<file path="src/sv/adctm_pkg.sv">
// Shared constants and types for the converter sample store with trimmed-mean read-out.
`default_nettype none
package adctm_pkg;

    localparam int CHANNELS     = 8;
    localparam int HIST_DEPTH   = 3;
    localparam int SAMPLE_BITS  = 12;

    localparam int CH_W         = $clog2(CHANNELS);
    localparam int HIST_ENTRIES = CHANNELS * HIST_DEPTH;
    localparam int HIST_AW      = $clog2(HIST_ENTRIES);
    localparam int CNT_W        = $clog2(HIST_DEPTH);
    localparam int SUM_W        = SAMPLE_BITS + $clog2(HIST_DEPTH);
    localparam int TRIM_COUNT   = HIST_DEPTH - 2;

    localparam int FS_W         = 16;
    localparam int VALUE_W      = 16;
    localparam int SCALE_SHIFT  = 12;
    localparam int PROD_W       = SAMPLE_BITS + FS_W;

    localparam int TDATA_W      = 16;
    localparam int TUSER_W      = 3;
    localparam int USER_CMD     = 0;
    localparam int USER_REC     = 1;
    localparam int USER_DEB     = 2;

    localparam int CFG_IDX_W    = 1;
    localparam logic [FS_W-1:0] FULL_SCALE_RESET = FS_W'(3300);

    localparam logic CMD_STORE = 1'b0;
    localparam logic CMD_READ  = 1'b1;

    localparam logic [CFG_IDX_W-1:0] REG_ENABLED    = 1'b0;
    localparam logic [CFG_IDX_W-1:0] REG_FULL_SCALE = 1'b1;

    typedef logic [SAMPLE_BITS-1:0] t_sample;

endpackage
`default_nettype wire

</file>
<file path="src/sv/adc_trimmed_mean_sampler.sv">
// Top level of the converter sample store with history ring and trimmed-mean read-out.
`default_nettype none
// A store request, while the block is enabled, writes the channel's latest sample and,
// when recording, its history ring entry in the cycle it is accepted, so store requests
// flow at one per cycle while no read is in progress. A read request returns one scaled
// value: a latest-sample read goes through the RAM read, select and output registers; a
// trimmed-mean read walks the history memory one entry per cycle through its single read port.
// Requests are taken one at a time; a new request is accepted while a finished result
// still waits in the output register, but a second result holds the block in its last
// step until the output register is free. All stores read as zero after reset.
module adc_trimmed_mean_sampler
    import adctm_pkg::*;
(
    input  wire                  i_clk,
    input  wire                  i_rst_n,
    input  wire                  s_axis_tvalid,
    output logic                 s_axis_tready,
    input  wire  [TDATA_W-1:0]   s_axis_tdata,   // channel, sample, zero pad
    input  wire  [TUSER_W-1:0]   s_axis_tuser,   // command, record_history, use_debounced
    input  wire                  s_axis_tlast,
    output logic                 m_axis_tvalid,
    input  wire                  m_axis_tready,
    output logic [TDATA_W-1:0]   m_axis_tdata,   // value
    input  wire                  i_cfg_valid,
    output logic                 o_cfg_ready,
    input  wire  [CFG_IDX_W-1:0] i_cfg_index,
    input  wire  [FS_W-1:0]      i_cfg_data
);

    typedef enum logic [1:0] {
        S_IDLE,
        S_LATEST,
        S_HIST,
        S_SCALE
    } t_state;

    t_state                r_state;
    logic                  r_enabled;
    logic [FS_W-1:0]       r_full_scale;
    logic [CNT_W-1:0]      r_ring_idx;
    logic [CNT_W-1:0]      r_cnt;
    logic [HIST_AW-1:0]    r_base;
    logic [CHANNELS-1:0]   r_lat_vld;
    logic [HIST_ENTRIES-1:0] r_hist_vld;
    logic                  r_lat_vld_q;
    logic                  r_hist_vld_q;
    t_sample               r_lo;
    t_sample               r_hi;
    logic [SUM_W-1:0]      r_sum;
    t_sample               r_sel;

    logic                  accept;
    logic                  in_cmd;
    logic                  in_rec;
    logic                  in_deb;
    logic [CH_W-1:0]       in_ch;
    t_sample               in_smp;
    logic                  store_we;
    logic                  hist_we;
    logic [HIST_AW-1:0]    in_base;
    logic [HIST_AW-1:0]    hist_waddr;
    logic [HIST_AW-1:0]    hist_raddr;
    t_sample               lat_rdata;
    t_sample               hist_rdata;
    t_sample               hist_v;
    t_sample               n_lo;
    t_sample               n_hi;
    logic [SUM_W-1:0]      n_sum;
    logic [SUM_W-1:0]      trimmed;
    logic [PROD_W-1:0]     product;
    logic                  out_free;

    assign s_axis_tready = (r_state == S_IDLE);
    assign o_cfg_ready   = 1'b1;
    assign accept        = s_axis_tvalid && s_axis_tready;

    assign in_cmd = s_axis_tuser[USER_CMD];
    assign in_rec = s_axis_tuser[USER_REC];
    assign in_deb = s_axis_tuser[USER_DEB];
    assign in_ch  = s_axis_tdata[CH_W-1:0];
    assign in_smp = s_axis_tdata[CH_W +: SAMPLE_BITS];

    assign store_we   = accept && (in_cmd == CMD_STORE) && r_enabled;
    assign hist_we    = store_we && in_rec;
    assign in_base    = HIST_AW'(in_ch) * HIST_AW'(HIST_DEPTH);
    assign hist_waddr = in_base + HIST_AW'(r_ring_idx);
    assign hist_raddr = (r_state == S_IDLE) ? in_base
                                            : r_base + HIST_AW'(r_cnt) + HIST_AW'(1);

    adctm_ram #(
        .WIDTH (SAMPLE_BITS),
        .DEPTH (CHANNELS)
    ) u_latest (
        .i_clk   (i_clk),
        .i_we    (store_we),
        .i_waddr (in_ch),
        .i_wdata (in_smp),
        .i_raddr (in_ch),
        .o_rdata (lat_rdata)
    );

    adctm_ram #(
        .WIDTH (SAMPLE_BITS),
        .DEPTH (HIST_ENTRIES)
    ) u_history (
        .i_clk   (i_clk),
        .i_we    (hist_we),
        .i_waddr (hist_waddr),
        .i_wdata (in_smp),
        .i_raddr (hist_raddr),
        .o_rdata (hist_rdata)
    );

    always_comb begin
        hist_v = r_hist_vld_q ? hist_rdata : '0;
        if (r_cnt == '0) begin
            n_lo  = hist_v;
            n_hi  = hist_v;
            n_sum = SUM_W'(hist_v);
        end else begin
            n_lo  = (hist_v < r_lo) ? hist_v : r_lo;
            n_hi  = (hist_v > r_hi) ? hist_v : r_hi;
            n_sum = r_sum + SUM_W'(hist_v);
        end
        trimmed = SUM_W'((n_sum - SUM_W'(n_lo) - SUM_W'(n_hi)) / TRIM_COUNT);
    end

    assign product  = PROD_W'(r_sel) * PROD_W'(r_full_scale);
    assign out_free = !m_axis_tvalid || m_axis_tready;

    always_ff @(posedge i_clk) begin
        if (!i_rst_n) begin
            r_state       <= S_IDLE;
            r_enabled     <= 1'b0;
            r_full_scale  <= FULL_SCALE_RESET;
            r_ring_idx    <= '0;
            r_cnt         <= '0;
            r_lat_vld     <= '0;
            r_hist_vld    <= '0;
            m_axis_tvalid <= 1'b0;
        end else begin
            if (i_cfg_valid && o_cfg_ready) begin
                case (i_cfg_index)
                    REG_ENABLED:    r_enabled    <= i_cfg_data[0];
                    REG_FULL_SCALE: r_full_scale <= i_cfg_data;
                    default: ;
                endcase
            end

            if ((r_state == S_SCALE) && out_free) begin
                m_axis_tvalid <= 1'b1;
            end else if (m_axis_tready) begin
                m_axis_tvalid <= 1'b0;
            end

            r_lat_vld_q  <= r_lat_vld[in_ch];
            r_hist_vld_q <= r_hist_vld[hist_raddr];

            case (r_state)
                S_IDLE: begin
                    r_cnt  <= '0;
                    r_base <= in_base;
                    if (store_we) begin
                        r_lat_vld[in_ch] <= 1'b1;
                        if (in_rec) begin
                            r_hist_vld[hist_waddr] <= 1'b1;
                            if (s_axis_tlast) begin
                                r_ring_idx <= (r_ring_idx == CNT_W'(HIST_DEPTH - 1))
                                              ? '0 : r_ring_idx + CNT_W'(1);
                            end
                        end
                    end
                    if (accept && (in_cmd == CMD_READ)) begin
                        r_state <= in_deb ? S_HIST : S_LATEST;
                    end
                end
                S_LATEST: begin
                    r_sel   <= r_lat_vld_q ? lat_rdata : '0;
                    r_state <= S_SCALE;
                end
                S_HIST: begin
                    r_lo  <= n_lo;
                    r_hi  <= n_hi;
                    r_sum <= n_sum;
                    r_cnt <= r_cnt + CNT_W'(1);
                    if (r_cnt == CNT_W'(HIST_DEPTH - 1)) begin
                        r_sel   <= trimmed[SAMPLE_BITS-1:0];
                        r_state <= S_SCALE;
                    end
                end
                S_SCALE: begin
                    if (out_free) begin
                        m_axis_tdata  <= product[SCALE_SHIFT +: VALUE_W];
                        r_state       <= S_IDLE;
                    end
                end
                default: begin
                    r_state <= S_IDLE;
                end
            endcase
        end
    end

endmodule
`default_nettype wire

</file>
<file path="src/sv/adctm_ram.sv">
// Generic single-port-write, single-port-read RAM with a registered read.
`default_nettype none
module adctm_ram #(
    parameter int WIDTH = 8,
    parameter int DEPTH = 8
) (
    input  wire                      i_clk,
    input  wire                      i_we,
    input  wire  [$clog2(DEPTH)-1:0] i_waddr,
    input  wire  [WIDTH-1:0]         i_wdata,
    input  wire  [$clog2(DEPTH)-1:0] i_raddr,
    output logic [WIDTH-1:0]         o_rdata
);

    logic [WIDTH-1:0] r_mem [DEPTH];

    always_ff @(posedge i_clk) begin
        if (i_we) begin
            r_mem[i_waddr] <= i_wdata;
        end
        o_rdata <= r_mem[i_raddr];
    end

endmodule
`default_nettype wire
</file>
<file path="config.mk">
export PLATFORM = sky130hd
export DESIGN_NAME = adc_trimmed_mean_sampler
export DESIGN_NICKNAME = d
export VERILOG_FILES = /design/src/sv/adctm_pkg.sv /design/src/sv/adc_trimmed_mean_sampler.sv /design/src/sv/adctm_ram.sv
export SDC_FILE = /design/constraint.sdc
export NUM_CORES = 1
export LEC_CHECK = 0
export BUFFER_PORTS_ARGS = -buffer_cell sky130_fd_sc_hd__buf_2
export CAP_MARGIN = 20
export CORE_MARGIN = 2
export CORE_UTILIZATION = 60
export DETAILED_ROUTE_END_ITERATION = 10
export PLACE_DENSITY = 0.82
export SLEW_MARGIN = 20
export SYNTH_ARGS = -nofsm -noshare
export SYNTH_HDL_FRONTEND = slang
export SYNTH_HIERARCHICAL = 1
export SYNTH_SLANG_ARGS = --single-unit
</file>
<file path="constraint.sdc">
create_clock -name i_clk -period 15.07 [get_ports i_clk]
set_input_delay 1.507 -clock i_clk [delete_from_list [all_inputs] [get_ports i_clk]]
set_output_delay 1.507 -clock i_clk [all_outputs]
set_load 0.02 [all_outputs]
</file>
# Yosys cells after proc, flatten, opt, wreduce, memory -nomap -nowiden
# Memories as Yosys holds them, arrays and structs flattened. A register that Yosys moved wholly into a read port is not among the register bits.
# Index checks and enable logic that the tools add are counted.
[classes] n_addsub=8 n_mul=2 n_div=0 n_lt_le_gt_ge=7 n_eq_ne=8 shifts=0 muxes=31 bitwise_logic=4 reduce_logical=25
[ops] operator="12-bit 2-to-1 mux" count=7
[ops] operator="12-bit by 16-bit multiplier with 28-bit output" count=1
[ops] operator="24-bit OR" count=1
[ops] operator="12-bit case mux with 2 select lines" count=1
[ops] operator="12-bit subtractor" count=2
[ops] operator="14-bit by 12-bit adder with 14-bit output" count=1
[ops] operator="14-bit 2-to-1 mux" count=1
[ops] operator="12-bit > comparator" count=1
[ops] operator="12-bit < comparator" count=1
[ops] operator="5-bit by 6-bit < comparator with 1-bit output, second input constant" count=2
[ops] operator="3-bit AND reduction" count=4
[ops] operator="5-bit by 2-bit adder with 5-bit output" count=2
[ops] operator="1-bit 2-to-1 mux" count=10
[ops] operator="2-bit 2-to-1 mux" count=5
[ops] operator="2-bit AND reduction" count=5
[ops] operator="2-bit == test, second input constant" count=4
[ops] operator="1-bit logical AND" count=8
[ops] operator="8-bit OR" count=1
[ops] operator="2-bit case mux with 4 select lines" count=1
[ops] operator="2-bit nonzero test" count=3
[ops] operator="5-bit by 1-bit adder with 5-bit output, second input constant" count=1
[ops] operator="1-bit binary-select mux with 5-bit select" count=1
[ops] operator="1-bit demux with 5-bit select" count=1
[ops] operator="5-bit by 1-bit >= comparator with 1-bit output, second input constant" count=1
[ops] operator="other kinds (16)" count=20
[word_totals] reg_bits=129 latch_bits=0 mem_bits_rw=384 romBits=0 in_bits=42 output_inout_bits=19 wordCells=103 memories=2
[memory_table] name="u_history.r_mem" depth=24 width=12 rd=1 rd_ports_with_merged_regs=1 wr=1 line_no="adctm_ram.sv:15" rtl="logic [WIDTH-1:0] r_mem [DEPTH];"
[memory_table] name="u_latest.r_mem" depth=8 width=12 rd=1 rd_ports_with_merged_regs=1 wr=1 line_no="adctm_ram.sv:15"

# Logic depth before layout (Yosys ltp)
[logic_depth] word_depth=8 mapped_depth=22 ltp_nobuf=20

# By module
# Netlist, hierarchy kept.
[by_module_without_submodules] mod="adc_trimmed_mean_sampler" instances=1 cells_per_inst=1448 area_each_um2=13183.9 seq_area_each_um2=3253.1
[by_module_without_submodules] mod="adctm_ram at u_history" instances=1 cells_per_inst=551 area_each_um2=11452.2 seq_area_each_um2=8888.5
[by_module_without_submodules] mod="adctm_ram at u_latest" instances=1 cells_per_inst=164 area_each_um2=3987.6 seq_area_each_um2=3123.0

# Worst setup path after synthesis
# Ideal clock, no wire load.
[synth_path] path_kind="reg2reg" start="reg r_sel[8]" end="reg m_axis_tdata[9], data pin" setup_time_ns=0.273 t_arrival_ns=5.486 required_ns=14.797 slack_ns=9.311 path_stages_with_launch=19 path_buffers=1 synth_period_minus_slack_ns=5.759 cell_sequence="edfxtp_1 clkbuf_1 nand2_1 fa_1 inv_1 fa_1 fa_1 fa_1 inv_1 fa_1 inv_1 ha_1 or4_4 or3_1 a211oi_2 nor2_1 a31o_4 a2111oi_0 a211oi_1"
[synth_via] elab_chain_len=1
[synth_rtl] element="start: declaration" line_no="adc_trimmed_mean_sampler.sv:50" rtl="t_sample r_sel;"
[synth_rtl] element="start signal: assignment" line_no="adc_trimmed_mean_sampler.sv:178" rtl="r_sel <= r_lat_vld_q ? lat_rdata : '0;"
[synth_rtl] element="start signal: assignment" line_no="adc_trimmed_mean_sampler.sv:187" rtl="r_sel <= trimmed[SAMPLE_BITS-1:0];"
[synth_rtl] element="12-bit by 16-bit multiplier with 28-bit output" line_no="adc_trimmed_mean_sampler.sv:128" rtl="assign product = PROD_W'(r_sel) * PROD_W'(r_full_scale);"
[synth_rtl] element="named net product[21]" line_no="adc_trimmed_mean_sampler.sv:70" rtl="logic [PROD_W-1:0] product;"
[synth_rtl] element="end signal: assignment" line_no="adc_trimmed_mean_sampler.sv:193" rtl="m_axis_tdata <= product[SCALE_SHIFT +: VALUE_W];"
[synth_rtl] element="end: declaration" line_no="adc_trimmed_mean_sampler.sv:23" rtl="output logic [TDATA_W-1:0] m_axis_tdata,"
# The timed path passes the listed nets, and every way through them passes these cells.
# A chain may end at the register's enable or synchronous reset.

# Worst setup path in the final report
[layout_path] start="reg r_sel[5]" end="reg m_axis_tdata[9], data pin"
# The elaborated chain is that of the path after synthesis.

==> run summary <==
RSZ-0062 raised after global routing -> false
Number of antenna violations at the first check in global routing -> 0
Commonest non-fill, non-tap cell in the layout -> edfxtp_1
Clk sinks -> 535
Hold Worst Slack -> 0.469 ns
Rows -> 80
DRT iter0 DRCs -> 1857
Synth Net Count -> 2481
Slowest CP cell -> edfxtp_1
Cell breakdown of the critical path -> nand2_1 -> fa_1 -> fa_1 -> inv_1 -> fa_1 -> fa_1 -> inv_1 -> fa_1 -> inv_1 -> ha_1 -> or4_4 -> or3_1 -> a211oi_2 -> nor2_1 -> a31o_4 -> a2111oi_0 -> a211oi_1
Final #Nets -> 2524
Area Overhead vs Synth -> 9.11%
Hold Crit Start -> r_hist_vld[16]$_SDFFE_PN0P_
Post-Syn Area -> 0.0286 mm²
Post-Syn Instances -> 2163
Hold Path Sink -> r_hist_vld[16]$_SDFFE_PN0P_
R2R Setup Slk -> 8.75 ns
DRT Pass-1 Iters -> 6
Starting Density -> 60.3%
Yosys cell types -> 75
R2R cell count -> 17
Post-DR vias/cell -> 6.09
Post-synth EDFFs -> 455
H-tree depth -> 2
Gpl congestion -> 0.862
Via Count -> 17447
Crit path capture type -> flip-flop
DP HPWL -> 39.7 mm
YS warnings -> 6
ANT cells -> 0
Clock Skew -> 0.0321 ns
CP startpoint kind -> flip-flop
CP required -> 15.39 ns
Drt wl/cell -> 21.1 µm
CTS resizes -> 0
Port buffer count -> 58
Asr flop ratio synth -> 0%
Min cycle time layout -> 6.32 ns
Crit-path max cell delay -> 0.78 ns
First-pass GRT wire length -> 96.0 mm
Multi-input logic area -> 0.0121 mm²
Die Span Y -> 222 µm
Fill cells -> 3257
Slew Viols, Final -> 0
ANT nets after route -> 0
Inserted Clock Buffers -> 53
GR Util All Layers -> 25.0%
CTS Hold Bufs -> 0
Arr. time, crit path -> 6.64 ns
Final-report setup violation count -> 0
Reg-to-reg critical path startpoint -> r_sel[5]$_DFFE_PP_
Least-Margin Pin Slew -> 1.17 ns
Total length of routed wires -> 60.4 mm
Setup ws final -> 8.75 ns
CP Buf/Inv Count -> 3
Core area -> 0.0474 mm²
Die ar. -> 0.0495 mm²
Setup CP Type -> reg2reg
Setup Slack @ Placement -> 8.81 ns
Die width -> 222 µm
Max-cap violations -> 0
Share of cells above drive strength 1 -> 12.0%
Seq/Total Area, Yosys -> 53.3%
Drt drc -> 0
Most frequent cells in the layout -> edfxtp_1 (455), inv_1 (236), nand2_1 (229)
Largest net degree at the start of global routing -> 53
Setup TNS -> 0 ns
GRT overflow -> 0
Root Driver -> clkbuf_16
Reg clk slew, reported paths -> 0.06 ns
Syn_area_per_cell -> 13.2 µm²
Slew headroom -> 21.8%
Vias in the first global route -> 17570
Worst Hold Path Cells -> 2
Sequential cell area -> 0.0153 mm²
Ys flop type -> edfxtp_1
Synthesis-stage register bit count -> 535
CP Max Fanout -> 16
Finished Cell Area -> 0.0312 mm²
DP Area -> 0.0294 mm²
Worst path top cell family by delay -> adder cells
Clock Tree Buf Depth -> 3
Final Hold Fails -> 0
CP dominant cell by count -> fa_1
Status -> completed
Clk_lat worst skew -> 0.61 ns
FF-to-FF End -> m_axis_tdata[9]$_DFFE_PP_
Ports -> 61
Worst Hold Class -> reg2reg
FMAX -> 0.158 GHz
CTS tree -> built
Period Utilization, post-route -> 41.9%
Post-CTS Setup Bufs -> 0
worst max path at each step:
| stage | start | cells after the start | end | slack [ns] |
|---|---|---|---|---|
| floorplan | r_sel[8]$_DFFE_PP_ | 18 | m_axis_tdata[9]$_DFFE_PP_ | 9.31 |
| global placement | r_sel[11]$_DFFE_PP_ | 16 | m_axis_tdata[9]$_DFFE_PP_ | 8.93 |
| detailed placement | r_sel[5]$_DFFE_PP_ | 17 | m_axis_tdata[9]$_DFFE_PP_ | 8.81 |
| CTS | r_sel[5]$_DFFE_PP_ | 17 | m_axis_tdata[9]$_DFFE_PP_ | 8.78 |
| global route | r_sel[8]$_DFFE_PP_ | 17 | m_axis_tdata[9]$_DFFE_PP_ | 8.35 |
| finish | r_sel[5]$_DFFE_PP_ | 17 | m_axis_tdata[9]$_DFFE_PP_ | 8.75 |
per-stage QoR:
stage | utilization [%] | cells
detailed placement | 62.0 | 2766
finish | 65.8 | 2864
floorplan | - | 2163
global route | 65.8 | 2864
CTS | 65.7 | 2864
global placement | 62.0 | 2766
cell usage after synthesis (16+ instances only):
cell type	instances	area, µm²
edfxtp_1	455	13700
inv_1	237	890
nand2_1	229	860
fa_1	154	3080
nor2_1	145	544
ha_1	122	1530
mux2i_1	83	831
dfxtp_1	80	1600
a21oi_1	76	380
and2_1	75	469
clkbuf_1	61	229
mux4_2	51	1150
nand3_1	33	165
mux4_1	23	604
mux2_2	21	236
o21ai_0	21	105
o211ai_1	20	150
xnor2_1	20	175
nor3_1	18	90.1
buf_2	16	80.1
layout make-up:
type	count	share of cell area, %
flip-flops and latches	535	48.9
repair buffers	80	1.46
multi-input cells	1298	38.8
clock buffers	70	4.58
inverters	238	2.86
clock inverters	28	1.00
well taps	615	2.46
layer usage:
metal / track usage (%) / routed length, µm
met2: 41.2 / 29600
met4: 8.27 / 1910
met5: 0 / 0
met1: 34.6 / 24600
met3: 3.60 / 4290
sequential cells by signal (all words and copies together) (netlist names), 5 cells and up:
signal / cells
r_hi: 12
m_axis_tdata: 16
r_base: 5
r_full_scale: 16
r_sel: 12
u_history/r_mem: 288
r_sum: 12
u_history/o_rdata: 12
r_hist_vld: 24
r_lo: 12
u_latest/r_mem: 96
r_lat_vld: 8
u_latest/o_rdata: 12
kinds of logic (layout without fill, tap and decap cells):
| family | count (synthesis) | after routing | synth area share, % |
|---|---|---|---|
| AO/OA/AOI/OAI | 241 | 241 | 5.84 |
| XOR/XNOR | 36 | 36 | 1.15 |
| adder cells (fa/ha/maj) | 276 | 276 | 16.1 |
| buffers and inverters | 330 | 416 | 4.69 |
| flip-flops | 535 | 535 | 53.3 |
| multiplexers | 178 | 178 | 9.85 |
| other | 1 | 1 | 0.0131 |
| AND/OR/NAND/NOR | 566 | 566 | 9.02 |
tightest hold or removal path: cells and delay by family, from the launching register on:
kind             cells  cell delay, ns
AO/OA/AOI/OAI        1            0.04
flip-flops           1            0.32
AND/OR/NAND/NOR      1            0.07
Power is not shown: default switching activity piles up to over one toggle a cycle in this logic, so the estimate is an artifact.
